<file path="src/rtl/lie_pkg.sv">
// ----------------------------------------------------------------------------
// lie_pkg
// Shared types and constants for the indexed list. This covers the operation
// codes, sequencer states, store control, stream field layout and defaults.
// ----------------------------------------------------------------------------
package lie_pkg;

   // Default sizing
   localparam int DEPTH_DEF      = 16;
   localparam int DATA_WIDTH_DEF = 32;

   // Field widths on the streams
   localparam int OPCODE_W    = 4;
   localparam int POSITION_W  = 5;
   localparam int VALUE_W     = 32;
   localparam int NEW_COUNT_W = 5;
   localparam int STATUS_W    = 1;
   localparam int COUNT_W     = 5;

   // Request tdata layout, from the lowest bit up
   localparam int REQ_OPCODE_LSB    = 0;
   localparam int REQ_POSITION_LSB  = REQ_OPCODE_LSB + OPCODE_W;
   localparam int REQ_VALUE_LSB     = REQ_POSITION_LSB + POSITION_W;
   localparam int REQ_NEW_COUNT_LSB = REQ_VALUE_LSB + VALUE_W;
   localparam int REQ_USED_W        = REQ_NEW_COUNT_LSB + NEW_COUNT_W;
   localparam int REQ_TDATA_W       = ((REQ_USED_W + 7) / 8) * 8;

   // Response tdata layout, from the lowest bit up
   localparam int RSP_STATUS_LSB = 0;
   localparam int RSP_VALUE_LSB  = RSP_STATUS_LSB + STATUS_W;
   localparam int RSP_COUNT_LSB  = RSP_VALUE_LSB + VALUE_W;
   localparam int RSP_EMPTY_LSB  = RSP_COUNT_LSB + COUNT_W;
   localparam int RSP_USED_W     = RSP_EMPTY_LSB + 1;
   localparam int RSP_TDATA_W    = ((RSP_USED_W + 7) / 8) * 8;

   // Status codes
   localparam logic STATUS_OK  = 1'b0;
   localparam logic STATUS_ERR = 1'b1;

   // Operation codes
   typedef enum logic [OPCODE_W-1:0] {
      OP_PUSH_BACK  = 4'd0,
      OP_PUSH_FRONT = 4'd1,
      OP_INSERT     = 4'd2,
      OP_ASSIGN     = 4'd3,
      OP_POP_BACK   = 4'd4,
      OP_POP_FRONT  = 4'd5,
      OP_ERASE      = 4'd6,
      OP_CLEAR      = 4'd7,
      OP_GET        = 4'd8,
      OP_RESIZE     = 4'd9
   } lie_op_type;

   // Sequencer states
   typedef enum logic [2:0] {
      ST_IDLE,
      ST_SHIFT_RD,
      ST_SHIFT_WR,
      ST_FINAL_WR,
      ST_GET_RD,
      ST_GET_DATA,
      ST_RESP
   } lie_state_type;

   // Store port strobes
   typedef struct packed {
      logic wr_en;
      logic rd_en;
   } lie_mem_ctl_type;

endpackage

</file>
<file path="src/rtl/indexed_list_insert_erase.sv">
// Request transfer to rsp_tvalid: pop back, clear, resize and refused requests
// go straight to the response; assign writes (FINAL_WR), get reads (GET_RD,
// GET_DATA); insert and erase move entries by read and write states (SHIFT_RD,
// SHIFT_WR), insert then writes the new entry. Throughput: one operation at a
// time; the next request is taken the cycle after the response transfer.
// Reset: synchronous; count zero and every entry reads zero until written.
// ----------------------------------------------------------------------------
// indexed_list_insert_erase
// Fixed-capacity ordered list with push, pop, insert, erase, assign, get,
// clear and resize, on a request and a response stream.
// ----------------------------------------------------------------------------
module indexed_list_insert_erase
   import lie_pkg::*;
#(
   parameter int DEPTH      = DEPTH_DEF,
   parameter int DATA_WIDTH = DATA_WIDTH_DEF
) (
   input  logic                   clock,
   input  logic                   reset,
   // request stream
   input  logic                   req_tvalid,
   output logic                   req_tready,
   // opcode[3:0], position[8:4], value[40:9], new_count[45:41], zero pad
   input  logic [REQ_TDATA_W-1:0] req_tdata,
   // response stream
   output logic                   rsp_tvalid,
   input  logic                   rsp_tready,
   // status[0], read_value[32:1], count[37:33], empty_res[38], zero pad
   output logic [RSP_TDATA_W-1:0] rsp_tdata
);

   localparam int AW = $clog2(DEPTH);

   lie_mem_ctl_type       mem_ctl;
   logic [AW-1:0]         mem_waddr;
   logic [AW-1:0]         mem_raddr;
   logic [DATA_WIDTH-1:0] mem_wdata;
   logic [DATA_WIDTH-1:0] mem_rdata;
   logic                  res_status;
   logic [VALUE_W-1:0]    res_read_value;
   logic [COUNT_W-1:0]    res_count;
   logic                  res_empty;

   lie_seq #(
      .DEPTH      (DEPTH),
      .DATA_WIDTH (DATA_WIDTH)
   ) u_seq (
      .clock          (clock),
      .reset          (reset),
      .req_valid      (req_tvalid),
      .req_ready      (req_tready),
      .op_opcode      (req_tdata[REQ_OPCODE_LSB +: OPCODE_W]),
      .op_position    (req_tdata[REQ_POSITION_LSB +: POSITION_W]),
      .op_value       (req_tdata[REQ_VALUE_LSB +: VALUE_W]),
      .op_new_count   (req_tdata[REQ_NEW_COUNT_LSB +: NEW_COUNT_W]),
      .rsp_valid      (rsp_tvalid),
      .rsp_ready      (rsp_tready),
      .res_status     (res_status),
      .res_read_value (res_read_value),
      .res_count      (res_count),
      .res_empty      (res_empty),
      .mem_ctl        (mem_ctl),
      .mem_waddr      (mem_waddr),
      .mem_wdata      (mem_wdata),
      .mem_raddr      (mem_raddr),
      .mem_rdata      (mem_rdata)
   );

   lie_store #(
      .DEPTH      (DEPTH),
      .DATA_WIDTH (DATA_WIDTH)
   ) u_store (
      .clock (clock),
      .reset (reset),
      .ctl   (mem_ctl),
      .waddr (mem_waddr),
      .wdata (mem_wdata),
      .raddr (mem_raddr),
      .rdata (mem_rdata)
   );

   // Response packing
   always_comb begin
      rsp_tdata                                 = '0;
      rsp_tdata[RSP_STATUS_LSB]                 = res_status;
      rsp_tdata[RSP_VALUE_LSB +: VALUE_W]       = res_read_value;
      rsp_tdata[RSP_COUNT_LSB +: COUNT_W]       = res_count;
      rsp_tdata[RSP_EMPTY_LSB]                  = res_empty;
   end

endmodule

</file>
<file path="src/rtl/lie_store.sv">
// ----------------------------------------------------------------------------
// lie_store
// Entry store: one write port, one registered read port. A valid bit per
// entry, cleared by reset, makes a never-written entry read as zero.
// ----------------------------------------------------------------------------
module lie_store
   import lie_pkg::*;
#(
   parameter int DEPTH      = DEPTH_DEF,
   parameter int DATA_WIDTH = DATA_WIDTH_DEF
) (
   input  logic                         clock,
   input  logic                         reset,
   input  lie_mem_ctl_type              ctl,
   input  logic [$clog2(DEPTH)-1:0]     waddr,
   input  logic [DATA_WIDTH-1:0]        wdata,
   input  logic [$clog2(DEPTH)-1:0]     raddr,
   output logic [DATA_WIDTH-1:0]        rdata
);

   logic [DATA_WIDTH-1:0] mem [DEPTH];
   logic [DEPTH-1:0]      valid_ff;
   logic [DATA_WIDTH-1:0] rd_word_ff;
   logic                  rd_valid_ff;

   // Word array, write and registered read
   always_ff @(posedge clock) begin
      if (ctl.wr_en) begin
         mem[waddr] <= wdata;
      end
      if (ctl.rd_en) begin
         rd_word_ff <= mem[raddr];
      end
   end

   // Valid bits and the registered valid of the read
   always_ff @(posedge clock) begin
      if (reset) begin
         valid_ff    <= '0;
         rd_valid_ff <= 1'b0;
      end else begin
         if (ctl.wr_en) begin
            valid_ff[waddr] <= 1'b1;
         end
         if (ctl.rd_en) begin
            rd_valid_ff <= valid_ff[raddr];
         end
      end
   end

   // Unwritten entries read as zero
   assign rdata = rd_valid_ff ? rd_word_ff : '0;

endmodule

</file>
<file path="src/rtl/lie_seq.sv">
// ----------------------------------------------------------------------------
// lie_seq
// Operation sequencer. Checks each request, keeps the entry count and moves
// entries one at a time through the store with a shared cursor stepper.
// ----------------------------------------------------------------------------
module lie_seq
   import lie_pkg::*;
#(
   parameter int DEPTH      = DEPTH_DEF,
   parameter int DATA_WIDTH = DATA_WIDTH_DEF
) (
   input  logic                         clock,
   input  logic                         reset,
   // request side
   input  logic                         req_valid,
   output logic                         req_ready,
   input  logic [OPCODE_W-1:0]          op_opcode,
   input  logic [POSITION_W-1:0]        op_position,
   input  logic [VALUE_W-1:0]           op_value,
   input  logic [NEW_COUNT_W-1:0]       op_new_count,
   // response side
   output logic                         rsp_valid,
   input  logic                         rsp_ready,
   output logic                         res_status,
   output logic [VALUE_W-1:0]           res_read_value,
   output logic [COUNT_W-1:0]           res_count,
   output logic                         res_empty,
   // store port
   output lie_mem_ctl_type              mem_ctl,
   output logic [$clog2(DEPTH)-1:0]     mem_waddr,
   output logic [DATA_WIDTH-1:0]        mem_wdata,
   output logic [$clog2(DEPTH)-1:0]     mem_raddr,
   input  logic [DATA_WIDTH-1:0]        mem_rdata
);

   localparam int AW    = $clog2(DEPTH);
   localparam int CW    = $clog2(DEPTH + 1);
   localparam int MAXW  = (CW > POSITION_W) ? CW : POSITION_W;
   localparam int CMPW  = MAXW + 1;

   lie_state_type         state_ff, state_in;
   logic [CW-1:0]         count_ff, count_in;
   logic [AW-1:0]         cursor_ff, cursor_in;
   logic [AW-1:0]         pos_ff, pos_in;
   logic                  ins_ff, ins_in;
   logic [DATA_WIDTH-1:0] word_ff, word_in;
   logic [DATA_WIDTH-1:0] rd_ff, rd_in;
   logic                  status_ff, status_in;

   logic                  accept;
   logic [CMPW-1:0]       pos_x, cnt_x, depth_x, nc_x, ins_pos_x, era_pos_x;
   logic                  full;
   logic [AW-1:0]         step;
   logic                  more;

   assign accept    = req_valid && req_ready;
   assign req_ready = (state_ff == ST_IDLE);
   assign rsp_valid = (state_ff == ST_RESP);

   // Operands widened for the range checks
   assign pos_x   = CMPW'(op_position);
   assign cnt_x   = CMPW'(count_ff);
   assign depth_x = CMPW'(DEPTH);
   assign nc_x    = CMPW'(op_new_count);
   assign full    = (cnt_x == depth_x);

   // Shared cursor stepper: down while opening a gap, up while closing one
   assign step = cursor_ff + (ins_ff ? {AW{1'b1}} : AW'(1));
   assign more = ins_ff ? (cursor_ff > pos_ff) : (CW'(cursor_ff) < count_ff);

   always_comb begin
      ins_pos_x = pos_x;
      era_pos_x = pos_x;
      if (lie_op_type'(op_opcode) == OP_PUSH_BACK) begin
         ins_pos_x = cnt_x;
      end else if (lie_op_type'(op_opcode) == OP_PUSH_FRONT) begin
         ins_pos_x = '0;
      end
      if (lie_op_type'(op_opcode) == OP_POP_FRONT) begin
         era_pos_x = '0;
      end
   end

   // Next state and store strobes
   always_comb begin
      state_in  = state_ff;
      count_in  = count_ff;
      cursor_in = cursor_ff;
      pos_in    = pos_ff;
      ins_in    = ins_ff;
      word_in   = word_ff;
      rd_in     = rd_ff;
      status_in = status_ff;
      mem_ctl   = '0;
      mem_waddr = cursor_ff;
      mem_wdata = mem_rdata;
      mem_raddr = step;

      unique case (state_ff)
         ST_IDLE: begin
            if (accept) begin
               word_in   = DATA_WIDTH'(op_value);
               rd_in     = '0;
               status_in = STATUS_ERR;
               state_in  = ST_RESP;
               case (op_opcode) inside
                  OP_PUSH_BACK, OP_PUSH_FRONT, OP_INSERT: begin
                     if (!full && ins_pos_x <= cnt_x) begin
                        status_in = STATUS_OK;
                        ins_in    = 1'b1;
                        pos_in    = AW'(ins_pos_x);
                        cursor_in = AW'(count_ff);
                        count_in  = count_ff + CW'(1);
                        state_in  = ST_SHIFT_RD;
                     end
                  end
                  OP_ASSIGN: begin
                     if (pos_x < cnt_x) begin
                        status_in = STATUS_OK;
                        pos_in    = AW'(pos_x);
                        state_in  = ST_FINAL_WR;
                     end
                  end
                  OP_POP_BACK: begin
                     if (count_ff != '0) begin
                        status_in = STATUS_OK;
                        count_in  = count_ff - CW'(1);
                     end
                  end
                  OP_POP_FRONT, OP_ERASE: begin
                     if (era_pos_x < cnt_x) begin
                        status_in = STATUS_OK;
                        ins_in    = 1'b0;
                        cursor_in = AW'(era_pos_x);
                        count_in  = count_ff - CW'(1);
                        state_in  = ST_SHIFT_RD;
                     end
                  end
                  OP_CLEAR: begin
                     status_in = STATUS_OK;
                     count_in  = '0;
                  end
                  OP_GET: begin
                     if (pos_x < cnt_x) begin
                        status_in = STATUS_OK;
                        pos_in    = AW'(pos_x);
                        state_in  = ST_GET_RD;
                     end
                  end
                  OP_RESIZE: begin
                     if (nc_x <= depth_x) begin
                        status_in = STATUS_OK;
                        count_in  = CW'(nc_x);
                     end
                  end
                  default: begin
                     status_in = STATUS_ERR;
                  end
               endcase
            end
         end
         ST_SHIFT_RD: begin
            if (more) begin
               mem_ctl.rd_en = 1'b1;
               state_in      = ST_SHIFT_WR;
            end else begin
               state_in = ins_ff ? ST_FINAL_WR : ST_RESP;
            end
         end
         ST_SHIFT_WR: begin
            mem_ctl.wr_en = 1'b1;
            cursor_in     = step;
            state_in      = ST_SHIFT_RD;
         end
         ST_FINAL_WR: begin
            mem_ctl.wr_en = 1'b1;
            mem_waddr     = pos_ff;
            mem_wdata     = word_ff;
            state_in      = ST_RESP;
         end
         ST_GET_RD: begin
            mem_ctl.rd_en = 1'b1;
            mem_raddr     = pos_ff;
            state_in      = ST_GET_DATA;
         end
         ST_GET_DATA: begin
            rd_in    = mem_rdata;
            state_in = ST_RESP;
         end
         ST_RESP: begin
            if (rsp_ready) begin
               state_in = ST_IDLE;
            end
         end
         default: begin
            state_in = ST_IDLE;
         end
      endcase
   end

   // Control registers
   always_ff @(posedge clock) begin
      if (reset) begin
         state_ff <= ST_IDLE;
         count_ff <= '0;
      end else begin
         state_ff <= state_in;
         count_ff <= count_in;
      end
   end

   // Operand and result registers
   always_ff @(posedge clock) begin
      cursor_ff <= cursor_in;
      pos_ff    <= pos_in;
      ins_ff    <= ins_in;
      word_ff   <= word_in;
      rd_ff     <= rd_in;
      status_ff <= status_in;
   end

   assign res_status     = status_ff;
   assign res_read_value = VALUE_W'(rd_ff);
   assign res_count      = COUNT_W'(count_ff);
   assign res_empty      = (count_ff == '0);

endmodule

</file>
<file path="config.mk">
export PLATFORM = sky130hd
export DESIGN_NAME = indexed_list_insert_erase
export DESIGN_NICKNAME = d
export VERILOG_FILES = /design/src/rtl/lie_pkg.sv /design/src/rtl/indexed_list_insert_erase.sv /design/src/rtl/lie_store.sv /design/src/rtl/lie_seq.sv
export SDC_FILE = /design/constraint.sdc
export NUM_CORES = 1
export LEC_CHECK = 0
export BUFFER_PORTS_ARGS = -buffer_cell sky130_fd_sc_hd__buf_2
export CORE_UTILIZATION = 55
export CTS_CLUSTER_DIAMETER = 120
export CTS_CLUSTER_SIZE = 25
export DETAILED_ROUTE_END_ITERATION = 7
export GPL_ROUTABILITY_DRIVEN = 0
export GPL_TIMING_DRIVEN = 0
export PLACE_DENSITY = 0.72
export SETUP_SLACK_MARGIN = 0.1
export SYNTH_ARGS = -nofsm -noshare
export SYNTH_HDL_FRONTEND = slang
export SYNTH_SLANG_ARGS = --single-unit
</file>
<file path="constraint.sdc">
create_clock -name clock -period 6.57 [get_ports clock]
set_input_delay 0.9855 -clock clock [delete_from_list [all_inputs] [get_ports clock]]
set_output_delay 0.9855 -clock clock [all_outputs]
set_load 0.01 [all_outputs]
</file>
==> results of run 1 <==
-- through the flow --
step	hold WS, ns	instances	instance area (sq um)	utilization	worst slack [ns]
after floorplan	0.4407	1422	26000	-	2.828
after global placement	0.4464	2117	27200	0.5842	0.7086
after detailed placement	0.4565	2136	27720	0.5954	2.265
after CTS	0.4785	2177	28490	0.6120	2.596
after global routing	0.4855	2180	28520	0.6125	2.369
final	0.4789	2180	28520	0.6125	2.604
-- routing by layer --
layer	up-vias	GRT usage	wire [microns]
met1	7119	0.3408	23560
met4	0	0.05949	1350
met3	85	0.03160	3910
met5	-	0	0
met2	573	0.4193	28820
li1	5980	-	-
-- where the power goes --
group	total [uW]	switching (uW)	internal (uW)
combinational	4860	2920	1940
clock	1990	1180	817
sequential	5540	130	5410
total	12400	4230	8160
-- layout by cell type, fill, tap and decap left out, types with 3 or more instances in the layout --
| cell type | instances |
|---|---|
| buf_6 | 9 |
| mux2i_1 | 37 |
| nand2_1 | 90 |
| buf_4 | 12 |
| buf_2 | 109 |
| nor2_4 | 16 |
| o31ai_1 | 13 |
| a211oi_1 | 47 |
| inv_1 | 28 |
| edfxtp_1 | 618 |
| nand3_1 | 6 |
| nor3_1 | 7 |
| and3_1 | 3 |
| dfxtp_1 | 25 |
| a21o_1 | 6 |
| a22oi_1 | 4 |
| o21ai_1 | 32 |
| a211o_1 | 3 |
| buf_12 | 22 |
| nor2b_1 | 38 |
| clkbuf_1 | 43 |
| ha_1 | 24 |
| o211ai_1 | 12 |
| mux4_2 | 128 |
| nor2_1 | 52 |
| a31oi_1 | 7 |
| and4_1 | 4 |
| o311ai_0 | 3 |
| o21a_1 | 22 |
| and2_1 | 6 |
| o41ai_1 | 3 |
| clkbuf_16 | 29 |
| o21ai_0 | 11 |
| a21oi_1 | 49 |
-- area by class of cell --
type | instances | area, sq um
fill | 3296 | 18040
inverter | 29 | 108.9
buffer | 77 | 481.7
sequential | 643 | 19060
timing repair buffer | 110 | 850.8
clock buffer | 40 | 767.0
multi-input combinational | 673 | 6481
clock inverter | 1 | 8.758
tap | 607 | 759.5
-- flip-flops by register name, summed over array words and instances, names as in the netlist, 4 cells and up --
register,count
u_seq.cursor_ff,4
u_seq.pos_ff,4
u_seq.res_count,5
u_seq.res_read_value,32
u_seq.word_ff,32
u_store.mem,512
u_store.rd_word_ff,32
u_store.valid_ff,16
-- cell families (layout without fill, tap and decap cells) --
kind of cell             after synthesis  count (layout)  synth area share
flip-flops                           643             643            0.7331
AND/OR/NAND/NOR                      239             239           0.04317
AO/OA/AOI/OAI                        237             237           0.06117
multiplexers                         167             167            0.1260
buffers and inverters                106             257           0.02272
adder cells (fa/ha/maj)               25              25           0.01232
XOR/XNOR                               4               4          0.001348
other                                  1               1         0.0001443
-- worst max-delay path by stage --
stage | to | slack, ns | cells past startpoint
2_1_floorplan | u_seq.pos_ff[0] | 2.83 | 10
3_3_place_gp | u_store.mem[2][17] | 0.71 | 6
3_5_place_dp | u_seq.pos_ff[1] | 2.27 | 10
4_1_cts | u_store.mem[14][2] | 2.60 | 7
5_1_grt | u_store.mem[7][24] | 2.37 | 7
6_report | u_store.mem[11][24] | 2.60 | 7
==> run summary, run 1 <==
Status = complete, no violations
Critical Path, Cell by Cell = clkbuf_1 -> nor2b_1 -> and2_0 -> clkbuf_1 -> clkbuf_1 -> nand2_1 -> o21ai_1
#FFs+latches synth = 643
Mapped cell area = 0.02600 sq mm
First-pass GRT wire length = 85960 microns
Setup TNS = 0 ns
Synth area leader = edfxtp_1
Worst vdd ir = 0.0002720 V
Setup violators final = 0
Number of global-route vias before repair = 13920
Most common cell in the netlist = edfxtp_1
CP required = 6.85 ns
FF-to-FF setup slack = 2.60 ns
Hold_buf cts = 0
Wirelength per Cell = 26.44 microns
Period utilization = 0.6037
Hold depth = 1
Reg clk slew, reported paths = 0.10 ns
Slowest cell delay on critical path = 0.70 ns
Top Ports = 94
Post-synth top flop = edfxtp_1
GRT Total Usage = 0.2467
Root buf cell = clkbuf_16
Total power = 12390 uW
Top Family by Delay on Critical Path = buffers and inverters
P_leak = 0.009187 uW
Crit. Startpoint = u_seq.state_ff[0]
Post-synth top cells = edfxtp_1 (618), mux4_2 (128), nand2_1 (91)
Antenna Violating Nets Remaining = 0
CTS tree = done
Post-synthesis async set-or-reset flop share = 0
Initial Util = 0.5584
Max-cap violations = 0
Worst R2R Start = u_seq.state_ff[0]
Critical path endpoint category = flop
Clk buf depth = 3
Area Overhead vs Synth = 9.693%
Synth Net Count = 1499
Setup Buffers After CTS = 0
GRT overflow = 0
Drt total wl = 57640 microns
Core area = 0.04656 sq mm
Most frequent CP cell = clkbuf_1
Max stage delay cell, worst path = clkbuf_1
Post-CTS sizing = 0
Worst R2R End = u_store.mem[11][24]
Hold Path Sink = u_store.valid_ff[13]
WS Path Type = flop to flop
Top-area cell type share of the netlist area = 0.7139
Initial antenna violation count = 0
Seq/Total Area, Yosys = 0.7331
Worst-margin pin slew = 1.094 ns
Clock skew = 0.03653 ns
Hold Vio Cnt, Final = 0
Max Transition Viols Final = 0
Die Area = 0.04814 sq mm
Post-Syn Area per Cell = 18.28 sq um
H-Tree Depth = 1
Residual DRC = 0
Post-synth EDFFs = 618
Worst skew pair latency = 0.61 ns
CTS sink cnt = 643
Final net count = 1640
Antenna cells = 0
Largest cells by area after synthesis = edfxtp_1 (71%), mux4_2 (11%), dfxtp_1 (1.9%)
RSZ-0062 raised after global routing = no
Largest net degree at the start of global routing = 27
R2R depth = 7
Share of layout cells above drive strength 1 = 0.2149
Detailed Routing Iterations Pass 1 = 7
Cells after Synth = 1422
CP startpoint kind = flop
Post-DP HPWL = 37120 microns
Syn. warnings = 0
DR vias/cell = 6.311
CP max FO = 16
Hold path startpoint = u_store.valid_ff[13]
Cell row count = 79
DR vias = 13760
Die Wd = 219.4 microns
Initial DRC Count = 1360
Die H = 219.4 microns
Max Clk Rate = 252.1 MHz
Num CTS Buffers = 29
Worst path bufs/invs = 3
Worst hold path class = flop to flop
Max_slew headroom = 0.2658
Post-synth cell types = 65
Tmin final = 3.966 ns
Pwr/cell area = 434.6 mW/mm^2
Buffers on Ports = 88
WP data arrival = 4.24 ns
Note: power is estimated with default switching activity, not from simulation.
==> inputs of run 2 (changes only) <==
- clock period: 6.57 -> 3.86 ns (I/O delays scaled with it)
==> run 2 against run 1 <==
Effect of this change: clock skew fell by 0.0042 ns; via count up 0.46%; die area unchanged; non-clock buffer count rose by 3; worst hold slack got worse by 0.34 ns; clock-buffer cell count unchanged; cell count rose by 0.14%; total power grew 70%; setup slack worse by 2.3 ns.
==> run summary, run 2 (synthesized netlist as in run 1, its figures left out) <==
Commonest non-fill, non-tap cell in the layout = edfxtp_1
Hold path startpoint = req_tdata[33]
Die H = 219.4 microns
Initial antenna violation count = 0
Pwr/cell area = 738.3 mW/mm^2
Num CTS Buffers = 29
Core area = 0.04656 sq mm
Status = complete, no violations
Crit. Startpoint = u_seq.ins_ff
CTS sink cnt = 643
Final net count = 1643
CP startpoint kind = flop
DR vias = 13820
GRT Total Usage = 0.2470
DR vias/cell = 6.331
Max Transition Viols Final = 0
First-pass GRT wire length = 86070 microns
Setup TNS = 0 ns
Max reg flops = 512
Post-DP HPWL = 37120 microns
Antenna cells = 0
Worst-margin pin slew = 1.075 ns
WS Path Type = flop to flop
Most frequent cells in the layout = edfxtp_1 (618), mux4_2 (128), buf_2 (109)
Largest net degree at the start of global routing = 27
Setup violators final = 0
Clock skew = 0.03238 ns
Max Clk Rate = 278.9 MHz
Wirelength per Cell = 26.39 microns
Cell row count = 79
CTS tree = done
Worst hold path class = input port to flop
Clk buf depth = 3
WP data arrival = 3.91 ns
H-Tree Depth = 1
Max_slew headroom = 0.2786
Max-cap violations = 0
Worst skew pair latency = 0.61 ns
Hold_buf cts = 0
Residual DRC = 0
Area Overhead vs Synth = 10.01%
Dpl cell area = 0.02772 sq mm
Total power = 21120 uW
Share of layout cells above drive strength 1 = 0.2202
Worst R2R Start = u_seq.ins_ff
CP required = 4.18 ns
Drt total wl = 57610 microns
Die Area = 0.04814 sq mm
RSZ-0062 raised after global routing = no
Detailed Routing Iterations Pass 1 = 5
Period utilization = 0.9289
Antenna Violating Nets Remaining = 0
Root buf cell = clkbuf_16
Fin area = 0.02860 sq mm
Top reg by flops = u_store.mem
Hold Vio Cnt, Final = 0
Initial DRC Count = 1358
Top Ports = 94
Hold slack = 0.1366 ns
Reg clk slew, reported paths = 0.10 ns
Worst vdd ir = 0.0004639 V
Initial Util = 0.5584
Number of global-route vias before repair = 13950
P_leak = 0.009235 uW
Buffers on Ports = 88
Tmin final = 3.586 ns
GRT overflow = 0
Die Wd = 219.4 microns
CP max FO = 10
Critical path endpoint category = flop
run 2: final cells by class:
type,instances,area (sq um)
multi-input cells,673,6485
repair buffers,113,923.4
plain buffers,77,488.0
well taps,607,759.5
inverters,29,108.9
fillers,3289,17960
clock inverters,1,8.758
flip-flops and latches,643,19060
clock buffers,40,767.0
run 2: path summary, 6_finish.rpt:
check | depth (start not counted) | slack [ns] | endpoint
setup / recovery | 8 | 0.27 | u_store.rd_word_ff[14]
hold / removal | 1 | 0.14 | u_seq.word_ff[24]
setup reg to reg | 8 | 0.27 | u_store.rd_word_ff[14]
hold reg to reg | 1 | 0.48 | u_store.valid_ff[8]
run 2: through the flow:
step	worst slack, ns	util	cells
CTS	0.03620	0.6138	2181
floorplan	0.3498	-	1422
global placement	-2.001	0.5842	2117
global route	0.1709	0.6143	2183
detailed placement	-0.06164	0.5954	2136
finish	0.2744	0.6143	2183
run 2: worst max-delay path, cell delays in order, from the launching register on:
cell      delay, ns
edfxtp_1       0.55
ha_1           0.40
a21oi_1        0.18
a21oi_1        0.12
o31ai_2        0.87
clkbuf_1       0.55
nor2b_1        0.11
a211oi_1       0.42
a21oi_1        0.07
run 2: what timing repair did:
item / in CTS / in global routing
hold endpoints to repair: 0 / 0
gates resized for setup: 7 / 5
pin swaps: 4 / 0
setup endpoints to repair: 484 / 416
buffers inserted: 4 / 0
run 2: per-layer routing:
layer,global-route usage,wire length [microns]
met1,0.3401,23210
met2,0.4205,28790
met3,0.03257,4166
met4,0.05949,1441
met5,0,0
run 2: power by group:
group / leakage, uW / internal, uW / switching, uW / total [uW]
logic: 0.00293 / 3310 / 4980 / 8290
registers: 0.00593 / 9200 / 222 / 9420
clock network: 0.000375 / 1390 / 2010 / 3400
==> inputs of run 3 (changes only) <==
==> constraint.sdc (replaced) <==
create_clock -name clock -period 3.86 [get_ports clock]
set_input_delay 0.386 -clock clock [delete_from_list [all_inputs] [get_ports clock]]
set_output_delay 0.386 -clock clock [all_outputs]
set_load 0.01 [all_outputs]
==> run 3 against run 2 <==
Effect of this change: global-route usage increased by 0.11 points; flip-flop and latch count unchanged; cell count increased by 1.5%; setup slack improved by 0.053 ns; via count increased by 0.68%; highest routed layer unchanged; first-iteration DRC count increased by 8.0%; total power increased by 0.12%; clock-buffer cell count unchanged; fmax increased by 1.5%; register-to-register slack improved by 0.05 ns; non-clock buffer count increased by 32; largest cell class unchanged; largest power group unchanged; combinational power about the same.
==> run summary, run 3 (synthesized netlist as in run 1, its figures left out) <==
WS Path Type = flop to flop
Initial Util = 0.5584
Commonest non-fill, non-tap cell in the layout = edfxtp_1
Root buf cell = clkbuf_16
Max Clk Rate = 283.1 MHz
Internal = 13920 uW
DR vias = 13910
Num CTS Buffers = 29
Total power = 21140 uW
Max_slew headroom = 0.2746
Met1 WL = 23790 microns
Initial antenna violation count = 0
Met3 wire length = 3801 microns
Max layer used = met4
Clk network pwr share = 0.161
H-Tree Depth = 1
Net Sw Frac = 0.3416
Max Transition Viols Final = 0
Detailed Routing Iterations Pass 1 = 5
Clk buf depth = 3
RSZ-0062 raised after global routing = no
Initial DRC Count = 1467
CP max FO = 10
Worst-margin pin slew = 1.081 ns
Max-cap violations = 0
Top Family by Delay on Critical Path = compound AO/OA/AOI/OAI gates
Worst vdd ir = 0.0004633 V
Top reg by flops = u_store.mem
Worst path bufs/invs = 1
Seq pwr share = 0.446
Worst skew pair latency = 0.61 ns
Post-DP HPWL = 37120 microns
Met2 routed WL = 28980 microns
Reg clk slew, reported paths = 0.10 ns
Combinational power share = 0.393
Antenna Violating Nets Remaining = 0
Critical Path, Cell by Cell = ha_1 -> a21oi_1 -> a21oi_1 -> o31ai_2 -> clkbuf_1 -> nor2b_1 -> a211oi_1 -> a21oi_1
Critical path endpoint category = flop
Pwr/cell area = 731.0 mW/mm^2
Die Wd = 219.4 microns
Die H = 219.4 microns
Slowest cell delay on critical path = 0.87 ns
CTS sink cnt = 643
Most frequent CP cell = a21oi_1
Number of global-route vias before repair = 14080
CP startpoint kind = flop
Status = complete, no violations
P_leak = 0.009368 uW
Hold Vio Cnt, Final = 0
Setup TNS = 0 ns
Residual DRC = 0
Max stage delay cell, worst path = o31ai_2
Worst hold path class = input port to flop
Top Ports = 94
Largest net degree at the start of global routing = 27
GRT Total Usage = 0.2481
Buffers on Ports = 88
Most frequent cells in the layout = edfxtp_1 (618), mux4_2 (128), buf_2 (109)
Pre-CTS WS = -0.06164 ns
Hold slack = 0.1232 ns
Die Area = 0.04814 sq mm
Setup violators final = 0
Core Util, Final = 0.6212
Period utilization = 0.9151
DR vias/cell = 6.282
Cell row count = 79
Wirelength per Cell = 26.20 microns
Final net count = 1675
CP required = 4.17 ns
Area Overhead vs Synth = 11.24%
First-pass GRT wire length = 86530 microns
Tmin final = 3.532 ns
Antenna cells = 0
Share of layout cells above drive strength 1 = 0.2158
Final worst slack = 0.3277 ns
Sw power = 7222 uW
CTS tree = done
Clock skew = 0.03411 ns
GRT overflow = 0
Max reg flops = 512
Drt total wl = 58030 microns
Core area = 0.04656 sq mm
WP data arrival = 3.85 ns
## run 3: cell types whose count changed in the layout (fill, tap and decap cells not counted), sizes merged
cell / before / now
dlygate4sd3: 0 / 32
## run 3: area by class of cell
class,instances,area (sq um)
clock buffer,40,767.0
inverter,29,108.9
timing repair buffer,145,1244
tap,607,759.5
multi-input combinational,673,6485
buffer,77,488.0
fill,3264,17640
sequential,643,19060
clock inverter,1,8.758
## run 3: timing repair
action                     CTS  global route
gates resized for setup      7             5
pin swaps                    4             0
cloned                       0             0
hold buffers                32             0
setup endpoints to repair  484           416
hold endpoints to repair    32             0
buffers inserted             4             0
## run 3: routing by layer
| metal | track usage | vias to the layer above |
|---|---|---|
| li1 | - | 6046 |
| met1 | 0.3410 | 7212 |
| met2 | 0.4230 | 566 |
| met3 | 0.03271 | 90 |
| met4 | 0.05995 | 0 |
| met5 | 0 | - |
## run 3: power by group through the flow
| stage | clock network (uW) | registers (uW) | logic (uW) |
|---|---|---|---|
| floorplan | 0 | 9600 | 5550 |
| global placement | 0 | 9640 | 7880 |
| detailed placement | 0 | 9600 | 8290 |
| CTS | 3450 | 9440 | 8360 |
| global route | 3640 | 9490 | 8960 |
| finish | 3410 | 9420 | 8310 |
## run 3: worst paths after layout
| check | cells past startpoint | from | endpoint | slack, ns |
|---|---|---|---|---|
| worst max-delay path | 8 | u_seq.ins_ff | u_store.rd_word_ff[20] | 0.33 |
| worst min-delay path | 3 | reset | u_seq.res_count[1] | 0.12 |
| worst max register to register | 8 | u_seq.ins_ff | u_store.rd_word_ff[20] | 0.33 |
| worst min register to register | 1 | u_store.valid_ff[8] | u_store.valid_ff[8] | 0.48 |
## run 3: per-stage QoR
stage	cells	area [sq um]
final	2215	28920
after global routing	2215	28920
after CTS	2213	28900
after detailed placement	2136	27720
after global placement	2117	27200
after floorplan	1422	26000
## run 3: worst min-delay path, cell delays in order
cell and delay, ns:
buf_2 0.14, or4_1 0.12, o31ai_1 0.05
